[src/hdl/fpc8_pkg.sv]
// Shared constants, status codes and the bytewise CRC-8 function for the frame checker.
package fpc8_pkg;

  localparam int unsigned FRAME_LEN_DEF = 16;
  localparam int unsigned POS_W         = 7;
  localparam int unsigned IDX_W         = 6;
  localparam int unsigned STATUS_W      = 2;

  localparam logic [7:0]       HDR_BYTE   = 8'hFF;
  localparam logic [7:0]       TRL_BYTE   = 8'hEE;
  localparam logic [7:0]       CRC_POLY   = 8'h1D;
  localparam logic [7:0]       CRC_INIT   = 8'hFF;
  localparam logic [7:0]       CRC_XOROUT = 8'hFF;
  localparam logic [POS_W-1:0] POS_MAX    = 7'd127;

  localparam logic [STATUS_W-1:0] ST_OK      = 2'd0;
  localparam logic [STATUS_W-1:0] ST_LENGTH  = 2'd1;
  localparam logic [STATUS_W-1:0] ST_FRAMING = 2'd2;
  localparam logic [STATUS_W-1:0] ST_CRC     = 2'd3;

  typedef logic [7:0] byte_t;

  function automatic byte_t crc8_byte(input byte_t crc, input byte_t data);
    byte_t c;
    c = crc ^ data;
    for (int k = 0; k < 8; k++) begin
      if (c[7]) begin
        c = {c[6:0], 1'b0} ^ CRC_POLY;
      end else begin
        c = {c[6:0], 1'b0};
      end
    end
    return c;
  endfunction

endpackage

[src/hdl/framed_packet_crc8_checker_top.sv]
// Frame checker: length, header, trailer and CRC-8 over the payload, one word per cycle.
// Accepted words enter the input register; result words are registered at the output.
// Throughput: one word per cycle unless the output stalls; byte CRC is combinational.
// While a result word is stalled, the input register takes one more word, then stalls.
// Reset (rst_n low, synchronous) empties the pipeline, clears the burst state
// and sets the CRC check enable to 1.
module framed_packet_crc8_checker_top #(
  parameter int unsigned FRAME_LEN = fpc8_pkg::FRAME_LEN_DEF
) (
  input  logic                          clk,
  input  logic                          rst_n,
  input  logic                          cfg_valid,
  output logic                          cfg_ready,
  input  logic                          cfg_crc_check_enable,
  input  logic                          in_valid,
  output logic                          in_stall,
  input  fpc8_pkg::byte_t               in_data_byte,
  input  logic                          in_end_of_read,
  output logic                          out_valid,
  input  logic                          out_stall,
  output logic                          out_payload_valid,
  output logic [fpc8_pkg::IDX_W-1:0]    out_payload_index,
  output fpc8_pkg::byte_t               out_payload_byte,
  output logic                          out_frame_done,
  output logic [fpc8_pkg::STATUS_W-1:0] out_frame_status
);
  import fpc8_pkg::*;

  localparam logic [POS_W-1:0] POS_LAST_PAY = POS_W'(FRAME_LEN - 3);
  localparam logic [POS_W-1:0] POS_CRC      = POS_W'(FRAME_LEN - 2);
  localparam logic [POS_W-1:0] POS_TRL      = POS_W'(FRAME_LEN - 1);
  localparam logic [POS_W-1:0] POS_LEN      = POS_W'(FRAME_LEN);

  logic                crc_en_r;
  logic                s1_valid_r;
  byte_t               s1_byte_r;
  logic                s1_last_r;
  logic                s1_ready;
  logic                s2_ready;
  logic                s2_load;

  logic [POS_W-1:0]    pos_r, pos_nxt, pos_inc;
  byte_t               crc_r, crc_nxt;
  logic                hdr_ok_r, hdr_ok_nxt;
  logic                trl_ok_r, trl_ok_nxt;
  logic                crc_ok_r, crc_ok_nxt;

  logic                pv_nxt;
  logic [IDX_W-1:0]    pidx_nxt;
  byte_t               pbyte_nxt;
  logic [STATUS_W-1:0] status_nxt;

  logic                out_valid_r;
  logic                pv_r;
  logic [IDX_W-1:0]    pidx_r;
  byte_t               pbyte_r;
  logic                done_r;
  logic [STATUS_W-1:0] status_r;

  assign cfg_ready = 1'b1;
  assign s2_ready  = !out_valid_r || !out_stall;
  assign s1_ready  = !s1_valid_r || s2_ready;
  assign in_stall  = !s1_ready;
  assign s2_load   = s1_valid_r && s2_ready;

  always_ff @(posedge clk) begin
    if (!rst_n) begin
      crc_en_r <= 1'b1;
    end else if (cfg_valid && cfg_ready) begin
      crc_en_r <= cfg_crc_check_enable;
    end
  end

  always_ff @(posedge clk) begin
    if (!rst_n) begin
      s1_valid_r <= 1'b0;
    end else if (s1_ready) begin
      s1_valid_r <= in_valid;
    end
  end

  always_ff @(posedge clk) begin
    if (s1_ready && in_valid) begin
      s1_byte_r <= in_data_byte;
      s1_last_r <= in_end_of_read;
    end
  end

  always_comb begin
    crc_nxt    = crc_r;
    hdr_ok_nxt = hdr_ok_r;
    trl_ok_nxt = trl_ok_r;
    crc_ok_nxt = crc_ok_r;
    pv_nxt     = 1'b0;
    pidx_nxt   = '0;
    pbyte_nxt  = '0;
    status_nxt = ST_OK;

    if (pos_r == '0) begin
      hdr_ok_nxt = (s1_byte_r == HDR_BYTE);
    end else if (pos_r <= POS_LAST_PAY) begin
      crc_nxt   = crc8_byte(crc_r, s1_byte_r);
      pv_nxt    = 1'b1;
      pidx_nxt  = IDX_W'(pos_r - 7'd1);
      pbyte_nxt = s1_byte_r;
    end else if (pos_r == POS_CRC) begin
      crc_ok_nxt = (s1_byte_r == (crc_r ^ CRC_XOROUT));
    end else if (pos_r == POS_TRL) begin
      trl_ok_nxt = (s1_byte_r == TRL_BYTE);
    end

    pos_inc = (pos_r < POS_MAX) ? pos_r + 7'd1 : pos_r;
    pos_nxt = pos_inc;

    if (s1_last_r) begin
      if (pos_inc != POS_LEN) begin
        status_nxt = ST_LENGTH;
      end else if (!(hdr_ok_nxt && trl_ok_nxt)) begin
        status_nxt = ST_FRAMING;
      end else if (crc_en_r && !crc_ok_nxt) begin
        status_nxt = ST_CRC;
      end
      pos_nxt    = '0;
      crc_nxt    = CRC_INIT;
      hdr_ok_nxt = 1'b0;
      trl_ok_nxt = 1'b0;
      crc_ok_nxt = 1'b0;
    end
  end

  always_ff @(posedge clk) begin
    if (!rst_n) begin
      pos_r    <= '0;
      crc_r    <= CRC_INIT;
      hdr_ok_r <= 1'b0;
      trl_ok_r <= 1'b0;
      crc_ok_r <= 1'b0;
    end else if (s2_load) begin
      pos_r    <= pos_nxt;
      crc_r    <= crc_nxt;
      hdr_ok_r <= hdr_ok_nxt;
      trl_ok_r <= trl_ok_nxt;
      crc_ok_r <= crc_ok_nxt;
    end
  end

  always_ff @(posedge clk) begin
    if (!rst_n) begin
      out_valid_r <= 1'b0;
    end else if (s2_ready) begin
      out_valid_r <= s1_valid_r;
    end
  end

  always_ff @(posedge clk) begin
    if (s2_load) begin
      pv_r     <= pv_nxt;
      pidx_r   <= pidx_nxt;
      pbyte_r  <= pbyte_nxt;
      done_r   <= s1_last_r;
      status_r <= status_nxt;
    end
  end

  assign out_valid         = out_valid_r;
  assign out_payload_valid = pv_r;
  assign out_payload_index = pidx_r;
  assign out_payload_byte  = pbyte_r;
  assign out_frame_done    = done_r;
  assign out_frame_status  = status_r;

endmodule

[config.mk]
export PLATFORM = sky130hd
export DESIGN_NAME = framed_packet_crc8_checker_top
export DESIGN_NICKNAME = d
export VERILOG_FILES = /design/src/hdl/fpc8_pkg.sv /design/src/hdl/framed_packet_crc8_checker_top.sv
export SDC_FILE = /design/constraint.sdc
export NUM_CORES = 1
export LEC_CHECK = 0
export ABC_AREA = 1
export ABC_CLOCK_PERIOD_IN_PS = 1800
export BUFFER_PORTS_ARGS = -buffer_cell sky130_fd_sc_hd__buf_4
export CELL_PAD_IN_SITES_DETAIL_PLACEMENT = 1
export CELL_PAD_IN_SITES_GLOBAL_PLACEMENT = 1
export CORE_MARGIN = 5
export CORE_UTILIZATION = 38
export CTS_CLUSTER_SIZE = 40
export DETAILED_ROUTE_END_ITERATION = 10
export PLACE_DENSITY_LB_ADDON = 0.25
export SLEW_MARGIN = 15
export SYNTH_ARGS = -nofsm -noshare
export SYNTH_HDL_FRONTEND = slang
export SYNTH_SLANG_ARGS = --single-unit
[constraint.sdc]
create_clock -name clk -period 1.8 [get_ports clk]
set_input_delay 0.36 -clock clk [delete_from_list [all_inputs] [get_ports clk]]
set_output_delay 0.36 -clock clk [all_outputs]
set_load 0.02 [all_outputs]
==> reports/metrics.csv, run 1 <==
metric;value;unit
status;completed;
Tightest Hold Check Type;primary input to flop;
die area;0.00859;mm^2
port bufs;34;
P&R area growth vs syn;26.9;%
gp weighted congestion;0.881;
distinct cell type count of the synthesized netlist;30;
Worst EP required;1.86;ns
largest stage delay on the critical path;0.47;ns
max frequency;575;MHz
DRC;0;
worst skew pair latency;0.30;ns
GRT Overall Usage;0.168;
core area;0.00672;mm^2
crit path launch type;flop;
Yosys Warn Count;0;
Slew Viols, Final;0;
path type of the worst setup path;flop to flop;
TritonCTS clock tree;yes;
Post-Syn Instances;346;
clock transition at the registers of the reported paths;0.10;ns
I/O Pins;36;
synthesis-stage register bit count;48;
Final period util;0.966;
Mapped Avg Cell Area;7.51;um^2
CP max stage cell;edfxtp_1;
initial antenna violation count;0;
global-route wire length before repair;11600;um
GRT overflow;0;
Root Driver;clkbuf_8;
vias in the first global route;2343;
Cell Pwr Density;775;mW/mm^2
leak pwr;1.57;nW
critical path, cell by cell;inv_2 -> nand2_1 -> nand2_2 -> nand2_1 -> nor2_1 -> nand2_1 -> nand2_1 -> o21ai_0 -> nand2_1 -> nor2_2 -> nor2_1 -> nor2_1;
cell mode on critical path;nand2_1;
most frequent cells in the layout;116 x nand2_1, 60 x buf_4, 38 x inv_1;
chip width;92.7;um
DP Area;0.00307;mm^2
drt via density;4.91;
maximum VDD drop;346;uV
number of DRC markers after the initial detailed-route iteration;76;
row count;30;
Nets;426;
largest net degree at the start of global routing;21;
clock buffer depth;2;
routed vias;2398;
register area share after synthesis;0.474;
Wirelength per Cell;14.7;um
dpl hpwl;5410;um
n_diodes;0;
Routed WL;7180;um
clock sink count;48;
synthesized area;0.00260;mm^2
final setup skew;0.0118;ns
Final ANT Viol Nets;0;
RSZ-0062 raised after global routing;yes;
worst-path fanout max;4;
final hold vios;0;
total CTS buffers;5;
Die Height;92.7;um
final instance area;0.00330;mm^2
hold_ws;0.224;ns
Max Cap Viol;0;
endpoint class of the critical path;flop;
Clock H-tree levels;2;
Worst Path Arrival;1.80;ns
final std cells w/o fill;488;
syn_nets;365;
Setup TNS Final;0;ns
Final Setup Violations;0;
post-placement cell count;473;
Starting Density;0.387;
minimum clock period;1.74;ns
DRT Pass-1 Iters;4;
share of post-route cells with drive strength above 1;0.255;
commonest non-fill, non-tap cell in the layout;nand2_1;
CTS Hold Bufs;0;
-- kinds of logic after synthesis --
kind of cell	synth area share
xor+xnor	0.0337
flops	0.474
simple gates	0.316
fa+ha+maj	0.0193
buf+inv	0.0766
compound gates	0.0771
other cells	0.00289
-- sequential cells by signal (all words and copies together) (netlist names) --
signal and count:
s1_last_r 1, out_valid 1, s1_byte_r 8, crc_en_r 1, out_frame_status 2, trl_ok_r 1, out_frame_done 1, hdr_ok_r 1
pos_r 7, crc_ok_r 1, s1_valid_r 1, crc_r 8, out_payload_index 6, out_payload_byte 8, out_payload_valid 1
-- Yosys cell counts --
master | n | area share
nand2_1 | 122 | 0.18
inv_1 | 43 | 0.062
nor2_1 | 30 | 0.043
nand3_1 | 29 | 0.056
edfxtp_1 | 27 | 0.31
a21oi_1 | 23 | 0.044
dfxtp_1 | 21 | 0.16
o21ai_0 | 8 | 0.015
xor2_1 | 6 | 0.020
clkbuf_1 | 4 | 0.0058
ha_1 | 4 | 0.019
xnor2_1 | 4 | 0.013
nand4_1 | 3 | 0.0072
nor2_2 | 3 | 0.0072
conb_1 | 2 | 0.0029
nor2_4 | 2 | 0.0087
or2_2 | 2 | 0.0048
a21oi_2 | 1 | 0.0034
a22oi_1 | 1 | 0.0029
buf_2 | 1 | 0.0019
buf_4 | 1 | 0.0029
inv_2 | 1 | 0.0014
inv_4 | 1 | 0.0024
nand2_2 | 1 | 0.0024
nor3_1 | 1 | 0.0019
nor3_4 | 1 | 0.0063
o211ai_1 | 1 | 0.0029
o21ai_1 | 1 | 0.0019
o21ai_4 | 1 | 0.0063
or2_1 | 1 | 0.0024
-- worst paths after layout --
path                    from             endpoint  slack [ns]  depth (start not counted)
max             s1_byte_r[5]  out_frame_status[0]        0.06                         12
min          in_data_byte[6]         s1_byte_r[6]        0.22                          1
max reg2reg     s1_byte_r[5]  out_frame_status[0]        0.06                         12
min reg2reg         hdr_ok_r             hdr_ok_r        0.48                          2
-- cell type report --
cell class / instances / area, um^2
multi-input combinational: 247 / 1230
fill: 849 / 3420
clock buffer: 5 / 68.8
timing repair buffer: 60 / 450
sequential: 48 / 1230
inverter: 45 / 171
clock inverter: 3 / 42.5
tap: 80 / 100
-- through the flow --
| step | utilization | worst slack [ns] | total power [mW] |
|---|---|---|---|
| detailed placement | 0.457 | 0.00961 | 1.75 |
| global route | 0.491 | -0.0356 | 2.70 |
| floorplan | - | 0.0911 | 1.58 |
| finish | 0.491 | 0.0617 | 2.56 |
| global placement | 0.457 | 0.0805 | 1.74 |
| CTS | 0.473 | 0.00846 | 2.56 |
-- critical path: cells and delay by family, from the launching register on --
kind | cells | cell delay (ns)
AOI/OAI and AO/OA | 1 | 0.10
buffers and inverters | 1 | 0.11
DFF | 1 | 0.47
and+or+nand+nor | 10 | 0.81
-- metal layers --
| layer | wire length (um) | GRT usage | vias to the layer above |
|---|---|---|---|
| li1 | - | - | 1214 |
| met1 | 3610 | 0.243 | 1137 |
| met2 | 3260 | 0.265 | 41 |
| met3 | 258 | 0.0309 | 6 |
| met4 | 54 | 0.0330 | 0 |
| met5 | 0 | 0 | - |
-- power by group --
| group | internal (mW) | total (mW) | switching, mW |
|---|---|---|---|
| Clock | 0.412 | 0.795 | 0.382 |
| Combinational | 0.193 | 0.509 | 0.317 |
| Sequential | 1.21 | 1.25 | 0.0404 |
| Total | 1.82 | 2.56 | 0.739 |
-- repair_timing --
item                                    4_1_cts  5_1_grt
pin swaps                                     0        5
resized for setup                             1       26
buffers inserted                              0        7
endpoints found under the setup margin        1       10
(Power assumes the default switching activity.)
==> run 2, diff against run 1 <==
--- a/config.mk
+++ b/config.mk
@@ -8,10 +8,8 @@
 export ABC_AREA = 1
 export ABC_CLOCK_PERIOD_IN_PS = 1800
 export BUFFER_PORTS_ARGS = -buffer_cell sky130_fd_sc_hd__buf_4
-export CELL_PAD_IN_SITES_DETAIL_PLACEMENT = 1
-export CELL_PAD_IN_SITES_GLOBAL_PLACEMENT = 1
-export CORE_MARGIN = 5
-export CORE_UTILIZATION = 38
+export CORE_MARGIN = 1
+export CORE_UTILIZATION = 40
 export CTS_CLUSTER_SIZE = 40
 export DETAILED_ROUTE_END_ITERATION = 10
 export PLACE_DENSITY_LB_ADDON = 0.25
==> run 2 against run 1 <==
Critical path depth fell by 4; final area fell by 1.4%; first-iteration DRC count rose to 2.5 times the previous value; sequential power barely moved; via count fell by 1.9%; critical path type unchanged; flip-flop and latch count did not move; clock-buffer cell count rose by 1; non-clock buffer count fell by 9; routed wire length fell by 19%; cell count fell by 2.9%; power rose by 4.7%.
==> reports/metrics.csv, run 2 (synthesized netlist as in run 1, its figures left out) <==
metric;value;unit;change
filler cell count;589;;-31%
Slew Viols, Final;0;;unchanged
GRT Overall Usage;0.188;;+0.0197
P&R area growth vs syn;25.1;%;
Nets;417;;-2.1%
Worst R2R Path Depth;8;;-4
vias in the first global route;2031;;-13%
Switch Pwr;0.718;mW;-2.9%
Worst EP required;1.86;ns;about the same
worst-path fanout max;6;;+2
largest net degree at the start of global routing;21;;unchanged
CP max stage cell;dfxtp_2;;
initial antenna violation count;0;;unchanged
core area;0.00610;mm^2;-9.3%
Final WS setup;0.108;ns;+0.0461 ns
dpl hpwl;4420;um;-18%
share of the core filled with cells;0.533;;+0.0426
Final Setup Violations;0;;unchanged
clock transition at the registers of the reported paths;0.08;ns;-0.02 ns
Final period util;0.940;;-0.0256
Wirelength per Cell;12.3;um;-16%
final std cells w/o fill;474;;-2.9%
chip width;82.6;um;-11%
Routed WL;5830;um;-19%
drt via density;4.96;;+1.0%
final setup skew;0.0106;ns;-0.00125 ns
sw frac;0.268;;-0.0209
Tightest Hold Check Type;primary input to flop;;
maximum VDD drop;445;uV;+29%
Max Cap Viol;0;;unchanged
row count;28;;-6.7%
min-delay src;in_data_byte[7];;
minimum clock period;1.69;ns;-0.0461 ns
Cell Pwr Density;823;mW/mm^2;+6.2%
hold endpoint;s1_byte_r[7];;
I/O Pins;36;;unchanged
combinational share of power;0.185;;-0.014
total CTS buffers;5;;unchanged
clock sink count;48;;unchanged
Clk pwr share;0.348;;+0.037
Root Driver;clkbuf_8;;
endpoint class of the critical path;flop;;
worst reg2reg startpoint;pos_r[0];;
routed vias;2353;;-1.9%
DP Area;0.00301;mm^2;-1.8%
hold-critical path depth;1;;unchanged
Reg2Reg Setup Slack;0.11;ns;+0.05 ns
Die Height;82.6;um;-11%
Int Pwr;1.96;mW;+7.8%
Worst Path Arrival;1.75;ns;-0.05 ns
commonest non-fill, non-tap cell in the layout;nand2_1;;
Starting Density;0.426;;+0.0395
number of DRC markers after the initial detailed-route iteration;192;;+150%
Final ANT Viol Nets;0;;unchanged
Clock H-tree levels;2;;unchanged
n_diodes;0;;unchanged
post-placement cell count;460;;-2.7%
most frequent cells in the layout;112 x nand2_1, 50 x buf_4, 40 x inv_1;;
DRC;0;;unchanged
TritonCTS clock tree;yes;;
final hold vios;0;;unchanged
die area;0.00682;mm^2;-21%
share of post-route cells with drive strength above 1;0.236;;-0.0193
crit path launch type;flop;;
leak pwr;1.54;nW;-1.9%
Setup WS pre-CTS;0.0171;ns;+0.00751 ns
global-route wire length before repair;9420;um;-18%
status;completed;;
port bufs;34;;unchanged
max frequency;591;MHz;+2.7%
gp weighted congestion;0.969;;+10%
RR Endpoint;out_frame_status[0];;
final instance area;0.00325;mm^2;-1.4%
DRT Pass-1 Iters;5;;+1
part of the power in registers;0.467;;-0.023
clock buffer depth;2;;unchanged
critical path, cell by cell;inv_1 -> ha_1 -> inv_1 -> nand3_1 -> nor3_2 -> nand3_1 -> nor2_1 -> nor2_1;;
worst skew pair latency;0.31;ns;about the same
path type of the worst setup path;flop to flop;;
CTS Hold Bufs;0;;unchanged
largest stage delay on the critical path;0.39;ns;-0.08 ns
GRT overflow;0;;unchanged
==> run 2: cell types whose count changed in the layout (fill, tap and decap cells not counted), moves of 2 or more <==
| cell | change |
|---|---|
| nand3_1 | +2 |
| nand2_1 | -4 |
| nand2_2 | +4 |
| buf_4 | -10 |
| nand3_2 | -2 |
| inv_2 | -2 |
| inv_1 | +2 |
==> run 2: area by class of cell <==
class	instances	area, um^2	area share
sequential	48	1230	0.380
multi-input combinational	247	1220	0.376
tap	75	93.8	0.0289
inverter	45	171	0.0527
clock buffer	6	72.6	0.0223
clock inverter	2	60.1	0.0185
timing repair buffer	51	395	0.122
==> run 2: worst max-delay path: cells and delay by family (launching register included) <==
kind | cells | cell delay [ns]
and+or+nand+nor | 5 | 0.59
DFF | 1 | 0.39
buffers and inverters | 2 | 0.17
adders and majority gates | 1 | 0.31
==> run 2: repair_timing <==
action | 4_1_cts | 5_1_grt
pin swaps | 0 | 4
gates resized for setup | 1 | 23
endpoints found under the hold margin | 0 | 0
setup endpoints to repair | 1 | 18
setup buffers | 0 | 6
==> run 2: worst max-delay path by stage <==
| stage | from | to | slack (ns) | cells after the start |
|---|---|---|---|---|
| final | pos_r[0] | out_frame_status[0] | 0.11 | 8 |
| after global routing | s1_byte_r[4] | crc_r[4] | -0.01 | 13 |
| after CTS | pos_r[0] | out_frame_status[0] | 0.05 | 8 |
| after detailed placement | pos_r[0] | out_frame_status[0] | 0.02 | 8 |
| after global placement | pos_r[0] | out_frame_status[0] | 0.03 | 8 |
| after floorplan | out_valid | pos_r[6] | 0.09 | 8 |
==> run 2: routing by layer <==
metal / part of all wire / GRT usage
met3: 0.055 / 0.0451
met2: 0.45 / 0.295
met4: 0.0087 / 0.0534
met1: 0.48 / 0.257
met5: 0 / 0
==> run 2: power groups by stage <==
stage | combinational (mW) | sequential (mW) | clock (mW)
after floorplan | 0.286 | 1.29 | 0
after global placement | 0.457 | 1.27 | 0
after detailed placement | 0.462 | 1.27 | 0
after CTS | 0.464 | 1.25 | 0.945
after global routing | 0.554 | 1.26 | 0.995
final | 0.496 | 1.25 | 0.930
==> run 2: metrics by stage <==
step,TNS (ns),total power [mW],hold slack [ns]
3_5_place_dp,0,1.74,0.456
5_1_grt,-0.0276,2.81,0.211
2_1_floorplan,0,1.58,0.424
3_3_place_gp,0,1.73,0.453
6_report,0,2.68,0.230
4_1_cts,0,2.66,0.224
==> run 3, diff against run 2 <==
--- a/config.mk
+++ b/config.mk
@@ -6,10 +6,11 @@
 export NUM_CORES = 1
 export LEC_CHECK = 0
 export ABC_AREA = 1
-export ABC_CLOCK_PERIOD_IN_PS = 1800
+export ABC_CLOCK_PERIOD_IN_PS = 2000
 export BUFFER_PORTS_ARGS = -buffer_cell sky130_fd_sc_hd__buf_4
 export CORE_MARGIN = 1
 export CORE_UTILIZATION = 40
+export CTS_BUF_LIST = sky130_fd_sc_hd__clkbuf_4
 export CTS_CLUSTER_SIZE = 40
 export DETAILED_ROUTE_END_ITERATION = 10
 export PLACE_DENSITY_LB_ADDON = 0.25
==> constraint.sdc (replaced) <==
create_clock -name clk -period 2 [get_ports clk]
set_input_delay 0.4 -clock clk [delete_from_list [all_inputs] [get_ports clk]]
set_output_delay 0.4 -clock clk [all_outputs]
set_load 0.02 [all_outputs]
==> run 3 against run 2 <==
Final area fell by 6.0%; combinational power fell by 20%; sequential share of layout area rose by 2.3 points; sequential power fell by 9.6%; core utilization fell by 3.2 points; largest cell class unchanged; clock skew fell by 0.0044 ns; critical path type unchanged; first-iteration DRC count fell by 15%.
==> reports/metrics.csv, run 3 (synthesized netlist as in run 1, its figures left out) <==
metric;value;unit;change
status;completed;;
share of the core filled with cells;0.501;;-0.0320
Max Cap Viol;0;;unchanged
Worst Path Arrival;1.90;ns;+0.15 ns
clock buffer depth;2;;unchanged
Final Setup Violations;0;;unchanged
hold_ws;0.206;ns;-0.0239 ns
clock transition at the registers of the reported paths;0.14;ns;+0.06 ns
maximum VDD drop;414;uV;-7.0%
CTS Hold Bufs;0;;unchanged
row count;28;;unchanged
post-placement cell count;453;;-1.5%
GRT overflow;0;;unchanged
core area;0.00610;mm^2;unchanged
combinational share of power;0.177;;-0.008
largest stage delay on the critical path;0.47;ns;+0.08 ns
number of DRC markers after the initial detailed-route iteration;164;;-15%
hold endpoint;s1_byte_r[2];;
Reg2Reg Setup Slack;0.22;ns;+0.12 ns
multi-input logic area;0.00117;mm^2;-4.5%
Worst EP required;2.12;ns;+0.26 ns
CP max stage cell;dfxtp_1;;
Die Height;82.6;um;unchanged
Nets;404;;-3.1%
I/O Pins;36;;unchanged
most frequent cells in the layout;122 x nand2_1, 43 x inv_1, 38 x buf_4;;
vias in the first global route;1990;;-2.0%
TritonCTS clock tree;yes;;
routed vias;2240;;-4.8%
worst reg2reg startpoint;pos_r[2];;
dpl hpwl;4310;um;-2.4%
GRT Overall Usage;0.186;;-0.00262
Final period util;0.889;;-0.0516
gp weighted congestion;0.918;;-5.3%
endpoint class of the critical path;flop;;
clock sink count;48;;unchanged
DRT Pass-1 Iters;4;;-1
Clock H-tree levels;2;;unchanged
overall power;2.24;mW;-16%
n_diodes;0;;unchanged
Cell Pwr Density;732;mW/mm^2;-11%
Switch Pwr;0.598;mW;-17%
drt via density;4.86;;-2.1%
total CTS buffers;5;;unchanged
Wirelength per Cell;12.2;um;-0.99%
final std cells w/o fill;461;;-2.7%
P&R area growth vs syn;17.6;%;
final setup skew;0.00618;ns;-0.00439 ns
part of the power in registers;0.504;;+0.037
path type of the worst setup path;flop to flop;;
share of post-route cells with drive strength above 1;0.155;;-0.0801
hold-critical path depth;1;;unchanged
Starting Density;0.426;;unchanged
final hold vios;0;;unchanged
initial antenna violation count;0;;unchanged
Clk pwr share;0.319;;-0.029
worst-path fanout max;6;;unchanged
RR Endpoint;out_frame_status[0];;
Int Pwr;1.64;mW;-16%
die area;0.00682;mm^2;unchanged
crit path launch type;flop;;
Setup TNS Final;0;ns;unchanged
max frequency;563;MHz;-4.8%
critical path, cell by cell;nand2_1 -> inv_1 -> nand2_1 -> nor2_2 -> nand3_1 -> a22oi_1 -> nand3_1 -> nor2_1 -> nor2_1;;
filler cell count;604;;+2.5%
Final ANT Viol Nets;0;;unchanged
sw frac;0.267;;-0.000985
chip width;82.6;um;unchanged
Worst R2R Path Depth;9;;+1
global-route wire length before repair;9390;um;-0.30%
RSZ-0062 raised after global routing;no;;
Slew Viols, Final;0;;unchanged
Routed WL;5620;um;-3.7%
min-delay src;in_data_byte[2];;
worst skew pair latency;0.36;ns;+0.05 ns
Root Driver;clkbuf_4;;
port bufs;34;;unchanged
Reg area;0.00123;mm^2;-0.20%
DRC;0;;unchanged
Tightest Hold Check Type;primary input to flop;;
commonest non-fill, non-tap cell in the layout;nand2_1;;
minimum clock period;1.78;ns;+0.0849 ns
largest net degree at the start of global routing;21;;unchanged
leak pwr;1.46;nW;-5.2%
==> run 3: power by group through the flow <==
stage / registers [mW] / logic (mW) / clock network, mW
after global placement: 1.15 / 0.391 / 0
final: 1.13 / 0.395 / 0.713
after CTS: 1.13 / 0.395 / 0.724
after floorplan: 1.16 / 0.257 / 0
after detailed placement: 1.15 / 0.393 / 0
after global routing: 1.13 / 0.450 / 0.766
==> run 3: worst max-delay path, delay by kind of cell (launching register included) <==
family | cells | cell delay (ns)
compound gates | 1 | 0.23
flops | 1 | 0.47
buf+inv | 1 | 0.10
simple gates | 7 | 0.75
==> run 3: worst max path at each step <==
| stage | from | to | slack [ns] |
|---|---|---|---|
| floorplan | out_stall | pos_r[6] | 0.28 |
| global placement | pos_r[0] | out_frame_status[0] | 0.21 |
| detailed placement | pos_r[0] | out_frame_status[0] | 0.15 |
| CTS | pos_r[0] | out_frame_status[0] | 0.11 |
| global route | s1_byte_r[5] | crc_r[4] | 0.04 |
| finish | pos_r[2] | out_frame_status[0] | 0.22 |
==> run 3: area by class of cell <==
cell class	count	share of cell area
timing repair buffer	38	0.0934
tap	75	0.0307
clock inverter	2	0.0197
clock buffer	6	0.0147
multi-input combinational	247	0.382
sequential	48	0.403
inverter	45	0.0561
==> run 3: through the flow <==
stage / area [um^2] / setup WS [ns]
floorplan: 2600 / 0.277
global placement: 2950 / 0.213
detailed placement: 2950 / 0.148
CTS: 3050 / 0.113
global route: 3060 / 0.0415
finish: 3060 / 0.223
==> run 3: timing repair <==
item / 4_1_cts / 5_1_grt
setup endpoints to repair: 0 / 1
setup buffers: 0 / 0
gates resized for setup: 0 / 1
endpoints found under the hold margin: 0 / 0
==> run 3: layer usage <==
layer	wire length, um	vias up	global-route usage
li1	-	1170	-
met1	2750	1003	0.259
met2	2490	63	0.291
met3	327	4	0.0396
met4	48	0	0.0466
met5	0	-	0
